## src/hw/rtl/g2u_pkg.sv

```systemverilog
// Shared types and constants for the GBK to UTF-8 transcoder.
package g2u_pkg;

  localparam int TABLE_DEPTH = 8192;

  localparam logic [7:0] ASCII_LIMIT = 8'h80;
  localparam logic [7:0] LEAD_LOW    = 8'hA1;
  localparam logic [7:0] LEAD_HIGH   = 8'hF7;
  localparam logic [7:0] TRAIL_HIGH  = 8'hFE;
  localparam logic [7:0] QMARK       = 8'h3F;
  localparam logic [7:0] CONT_MARK   = 8'h80;
  localparam logic [7:0] LEAD2_MARK  = 8'hC0;
  localparam logic [7:0] LEAD3_MARK  = 8'hE0;
  localparam logic [15:0] TWO_BYTE_LIMIT = 16'h0800;
  localparam logic [12:0] ROW_CELLS  = 13'd94;

  localparam logic MODE_CONVERT = 1'b0;
  localparam logic MODE_LOAD    = 1'b1;

  typedef struct packed {
    logic        mode;
    logic [7:0]  byte_in;
    logic        last_in;
    logic [12:0] table_index;
    logic [15:0] table_value;
  } in_word_t;

  typedef struct packed {
    logic [7:0] byte_out;
    logic       run_last;
    logic       string_end;
  } out_word_t;

  typedef struct packed {
    logic       lookup;
    logic       two;
    logic [7:0] b0;
    logic [7:0] b1;
    logic       last;
  } pend_t;

endpackage

```

## src/hw/rtl/g2u_emit.sv

```systemverilog
// Output stage that forms UTF-8 bytes and sends them one word per cycle while dst_stall is low.
module g2u_emit (
  input  logic               clk,
  input  logic               rst,
  input  logic               take,
  input  g2u_pkg::pend_t     pend,
  input  logic [15:0]        cp,
  output logic               free,
  output logic               dst_valid,
  input  logic               dst_stall,
  output g2u_pkg::out_word_t dst_word
);

  logic       valid;
  logic [7:0] b0, b1, b2;
  logic [1:0] pos, last_pos;
  logic       last;
  logic [7:0] b0_next, b1_next, b2_next;
  logic [1:0] last_pos_next;
  logic       at_end;

  always_comb begin
    b0_next = pend.b0;
    b1_next = pend.b1;
    b2_next = g2u_pkg::QMARK;
    last_pos_next = {1'b0, pend.two};
    if (pend.lookup) begin
      if (cp == 16'd0) begin
        b0_next = g2u_pkg::QMARK;
        last_pos_next = 2'd0;
      end else if (cp < {8'd0, g2u_pkg::ASCII_LIMIT}) begin
        b0_next = cp[7:0];
        last_pos_next = 2'd0;
      end else if (cp < g2u_pkg::TWO_BYTE_LIMIT) begin
        b0_next = g2u_pkg::LEAD2_MARK | {3'd0, cp[10:6]};
        b1_next = g2u_pkg::CONT_MARK | {2'd0, cp[5:0]};
        last_pos_next = 2'd1;
      end else begin
        b0_next = g2u_pkg::LEAD3_MARK | {4'd0, cp[15:12]};
        b1_next = g2u_pkg::CONT_MARK | {2'd0, cp[11:6]};
        b2_next = g2u_pkg::CONT_MARK | {2'd0, cp[5:0]};
        last_pos_next = 2'd2;
      end
    end
  end

  assign at_end = (pos == last_pos);
  assign free = !valid || (!dst_stall && at_end);
  assign dst_valid = valid;

  always_comb begin
    unique case (pos)
      2'd0:    dst_word.byte_out = b0;
      2'd1:    dst_word.byte_out = b1;
      default: dst_word.byte_out = b2;
    endcase
    dst_word.run_last = at_end;
    dst_word.string_end = at_end && last;
  end

  always_ff @(posedge clk) begin
    if (rst) begin
      valid <= 1'b0;
      pos <= 2'd0;
    end else if (take) begin
      valid <= 1'b1;
      pos <= 2'd0;
    end else if (valid && !dst_stall) begin
      if (at_end) begin
        valid <= 1'b0;
      end else begin
        pos <= pos + 2'd1;
      end
    end
  end

  always_ff @(posedge clk) begin
    if (take) begin
      b0 <= b0_next;
      b1 <= b1_next;
      b2 <= b2_next;
      last_pos <= last_pos_next;
      last <= pend.last;
    end
  end

endmodule

```

## config.mk

```make
export PLATFORM = sky130hd
export DESIGN_NAME = g2u_emit
export DESIGN_NICKNAME = d
export VERILOG_FILES = /design/src/hw/rtl/g2u_pkg.sv /design/src/hw/rtl/g2u_emit.sv
export SDC_FILE = /design/constraint.sdc
export NUM_CORES = 1
export LEC_CHECK = 0
export BUFFER_PORTS_ARGS = -buffer_cell sky130_fd_sc_hd__buf_2
export CORE_MARGIN = 2
export CORE_UTILIZATION = 45
export CTS_CLUSTER_SIZE = 14
export DETAILED_ROUTE_END_ITERATION = 10
export PLACE_DENSITY = 0.72
export SYNTH_ARGS = -nofsm -noshare
export SYNTH_HDL_FRONTEND = slang
export SYNTH_SLANG_ARGS = --single-unit
export TNS_END_PERCENT = 5
```

## constraint.sdc

```tcl
create_clock -name clk -period 1.7 [get_ports clk]
set_input_delay 0 -clock clk [delete_from_list [all_inputs] [get_ports clk]]
set_output_delay 0 -clock clk [all_outputs]
set_load 0.05 [all_outputs]
```

Word level (Yosys, flattened, before mapping)
Cells that the tools add are included.
{"block": "op_classes", "add_sub_neg": 1, "magnitude_cmp": 2, "n_eq_ne": 2, "muxes": 17, "bitwise_logic": 2, "reduce_logical": 15}
{"operator": "$mux W8", "count": 7}
{"operator": "$logic_not A16 Y1", "count": 1}
{"operator": "$lt A16 B12 Y1 const B", "count": 1}
{"operator": "$lt A16 B8 Y1 const B", "count": 1}
{"operator": "$pmux W8 S2", "count": 1}
{"operator": "$mux W6", "count": 2}
{"operator": "$mux W1", "count": 6}
{"operator": "$reduce_and A2 Y1", "count": 2}
{"operator": "$reduce_bool A2 Y1", "count": 2}
{"operator": "$reduce_or A4 Y1", "count": 1}
{"operator": "$logic_and A1 B1 Y1", "count": 3}
{"operator": "$reduce_or A3 Y1", "count": 1}
{"operator": "$add A2 B1 Y2 const B", "count": 1}
{"operator": "$eq A2 B1 Y1 const B", "count": 1}
{"operator": "$eq A2 B2 Y1", "count": 1}
{"operator": "$logic_not A1 Y1", "count": 2}
{"operator": "$logic_not A2 Y1", "count": 1}
{"operator": "$mux W2", "count": 1}
{"operator": "$not A1 Y1", "count": 2}
{"operator": "$reduce_or A2 Y1", "count": 1}
{"operator": "$logic_or A1 B1 Y1", "count": 1}
{"block": "word_totals", "regBits": 30, "input_bits": 39, "output_inout_bits": 12, "elab_cells": 48}

Longest topological paths before layout
{"block": "depth", "word_depth": 5, "ltp_mapped": 6, "depth_no_buf": 5}

Least setup slack after synthesis
No wires, ideal clock.
{"block": "synth_path", "path_kind": "flip-flop to flip-flop", "start": "reg b2[7] (netlist name)", "end": "reg valid, in the netlist dst_valid", "setup_ps": 177, "t_arrival_ps": 1964, "t_required_ps": 1523, "setup_slack_ps": -440, "stages_incl_launch_ff": 5, "n_path_buf": 0, "synth_period_minus_slack_ps": 2140, "path_cell_list": "edfxtp_1 xnor2_1 nand2_1 o21ai_0 a21oi_1"}
{"item": "to (signal assigned)", "line": "g2u_emit.sv:63", "text": "valid <= 1'b0;"}
{"item": "to (signal assigned)", "line": "g2u_emit.sv:66", "text": "valid <= 1'b1;"}
{"item": "to (signal assigned)", "line": "g2u_emit.sv:70", "text": "valid <= 1'b0;"}
{"item": "to (decl)", "line": "g2u_emit.sv:14", "text": "logic valid;"}

==> results by group <==
Placed design
  • DP Worst Slack: 0.0139 ns
  • Placed Area: 1830 µm²
  • IO Port Bufs: 50
  • Dpl hpwl: 2550 µm
  • GP Congestion: 0.828

Setup path
  • RR Startpoint: b2[7]
  • FF-to-FF path depth: 4
  • Worst EP arrival: 1.60 ns
  • Critical path class: flip-flop to primary output
  • R2r endpoint: pos[1]
  • CP endpoint kind: primary output
  • Worst Path Max Fanout: 8
  • Crit path launch type: flip-flop
  • CP required: 1.70 ns
  • R2R Setup Slk: 0.45 ns

Worst hold path
  • Hold Path Depth: 3
  • Worst min path class: input pin to flip-flop
  • WHS Endpoint: b0[0]
  • Hold Startpoint: pend[9]

STA
  • Setup violators final: 0
  • Clock period minus worst slack: 1.60 ns
  • Worst-margin pin slew: 0.624 ns
  • Post-route setup slack: 0.0979 ns
  • Worst Skew: 0.0105 ns
  • Fin crit share: 94.2%
  • Relative max-transition margin: 58.4%
  • Final TNS setup: 0 ns
  • Fmax: 0.624 GHz
  • Final Hold Viols: 0
  • Pins Over Slew Limit: 0
  • RSZ-0062 raised after global routing: false

Layout
  • Diodes inserted: 0
  • Sequential Area: 816 µm²
  • Final instance area: 2100 µm²
  • # fillers: 283
  • Final Util: 63.8%
  • Fin nets: 253
  • Area occupied by multi-input gates: 647 µm²
  • Synth-to-Final Area Change: 38.5%
  • Layout cells sized above 1: 35.5%

Synth
  • Post-synth top area cell: edfxtp_1
  • Syn Area/Cell: 11.3 µm²
  • Netlist cell types: 34
  • Cell area after synthesis: 1510 µm²
  • Synthesis Warnings: 0
  • Post-synthesis cell count: 134
  • Top cells by area, synth: edfxtp_1 (50%), a22o_1 (6.4%), nand2_1 (4.7%)
  • Top FF cell, synth: edfxtp_1
  • Post-synth top area share: 49.6%
  • FFs w/ async S/R, synth: 0%
  • Post-synthesis sequential area ratio: 53.6%
  • Mapped Nets: 175
  • FF+latch count, synth: 28
  • Post-synth EDFFs: 25

Power
  • Sw power: 0.000451 W
  • VDD IR max: 0.298 mV
  • Pwr dens: 714 nW/µm²
  • Leakage: 0.880 nW
  • Combinational Power Share: 25.3%
  • Clk pwr share: 19.4%
  • Cell-internal power: 0.00105 W
  • Sw Ratio: 30.1%
  • Flop pwr share: 55.3%

Floorplan
  • Core area: 3280 µm²
  • Initial Util: 46.1%
  • Die area: 3840 µm²
  • FP Rows: 21
  • Die width: 62 µm
  • Die Ht: 62 µm
  • I/O Pins: 51

Status
  • Status: completed

CTS
  • Root Driver: clkbuf_4
  • CTS tree: built
  • Post-CTS Setup Bufs: 0
  • CTS Sinks: 28
  • Clk slew on worst S/H paths: 0.16 ns
  • H-tree Lvls: 1
  • Clk buf depth: 2
  • CTS buffer count: 3
  • Clk_lat worst skew: 0.34 ns

Global routing
  • Congestion Overflow GR: 0
  • Largest net degree at the start of global routing: 29
  • Tot GR Track Use: 20.3%
  • Initial antenna violation count: 0
  • Vias in the first global route: 1,205
  • First-pass GRT wire length: 5560 µm

Route
  • DRT Pass-1 Iters: 4
  • Routed WL: 3740 µm
  • Drt wl/cell: 14.5 µm
  • DR iter-0 viols: 25
  • DR DRC count: 0
  • Vias per Instance: 5.25
  • Post-DRT Antenna Nets: 0
  • Via count: 1,349

Job
  • Max-cap violations: 0
==> critical path, cell delays in order (launching register included) <==
cell and delay (ns):
dfxtp_2 0.38, inv_1 0.06, ha_1 0.19, buf_4 0.17, a22oi_1 0.18, nand2_1 0.07, buf_2 0.21
==> placed cells by master, fill, tap and decap left out, drive strengths merged <==
cell and instances:
edfxtp 25, a21boi 1, and2 1, mux2 1, a41oi 1, xnor2 3
o21ai 4, dlygate4sd3 23, a31oi 2, clkbuf 3, nand2b 3, nor3b 1
or4 3, a221oi 3, a21oi 7, nor4 2, a22o 11, clkinv 1
or2 6, dfxtp 3, ha 2, nand2 19, a22oi 8, mux2i 1
nor3 3, o31ai 1, inv 8, and3 1, buf 55, nor2 9
==> cell usage after synthesis, drive strengths merged, types with 3 or more instances <==
cell type,instances
nor3,3
inv,8
nand2,19
or4,3
o21ai,4
xnor2,3
edfxtp,25
or2,6
dfxtp,3
nand2b,3
buf,3
a22o,11
a21oi,7
nor2,9
a221oi,3
a22oi,8
==> power by group through the flow <==
stage / combinational, W / sequential (W) / clock, W
finish: 0.000379 / 0.000829 / 0.000290
global route: 0.000406 / 0.000835 / 0.000314
global placement: 0.000329 / 0.000844 / 0
floorplan: 0.000207 / 0.000846 / 0
CTS: 0.000375 / 0.000830 / 0.000298
detailed placement: 0.000334 / 0.000847 / 0
==> logic make-up after synthesis <==
group / after synthesis / share of synthesized area (%)
AO/OA/AOI/OAI: 38 / 20.2
flip-flops: 28 / 53.6
multiplexers: 2 / 1.40
buffers and inverters: 13 / 3.97
adder cells (fa/ha/maj): 2 / 1.65
AND/OR/NAND/NOR: 48 / 17.4
XOR/XNOR: 3 / 1.74
==> through the flow <==
stage | power (W) | std cells | hold slack [ns]
finish | 0.00150 | 257 | 0.0346
global route | 0.00156 | 257 | 0.0404
CTS | 0.00150 | 257 | 0.0313
detailed placement | 0.00118 | 230 | 0.184
global placement | 0.00117 | 230 | 0.179
floorplan | 0.00105 | 134 | 0.0691
==> state kept, by name, indices dropped and copies added, names as in the netlist <==
name	count
b0	8
b1	8
b2	7
pos	2
dst_valid	1
last	1
last_pos	1
==> layout make-up <==
cell class	instances	area share, %
Multi-Input combinational cell	93	30.8
Timing Repair Buffer	78	24.8
Clock inverter	1	0.179
Clock buffer	3	1.07
Sequential cell	28	38.9
Inverter	8	1.43
Tap cell	46	2.74
==> what timing repair did <==
item,in CTS,in global routing
resized for setup,1,4
hold buffers,23,0
endpoints found under the setup margin,1,7
endpoints found under the hold margin,24,0
==> worst max path at each step <==
stage,cells after the start,slack (ns),start,endpoint
floorplan,5,0.17,cp[14],b1[0]
global placement,6,0.09,cp[10],b0[3]
detailed placement,5,0.01,cp[3],b1[1]
CTS,6,0.03,pos[1],dst_word[6]
global route,6,0.0004,pos[1],dst_word[6]
finish,6,0.1,pos[1],dst_word[4]
==> metal layers <==
metal	vias to the layer above	routed length [µm]	GRT usage, %
met5	-	0	0
li1	657	-	-
met3	7	178	1.24
met2	50	1890	33.9
met4	0	84	8.51
met1	635	1580	27.5
Note: power is estimated with default switching activity, not from simulation.
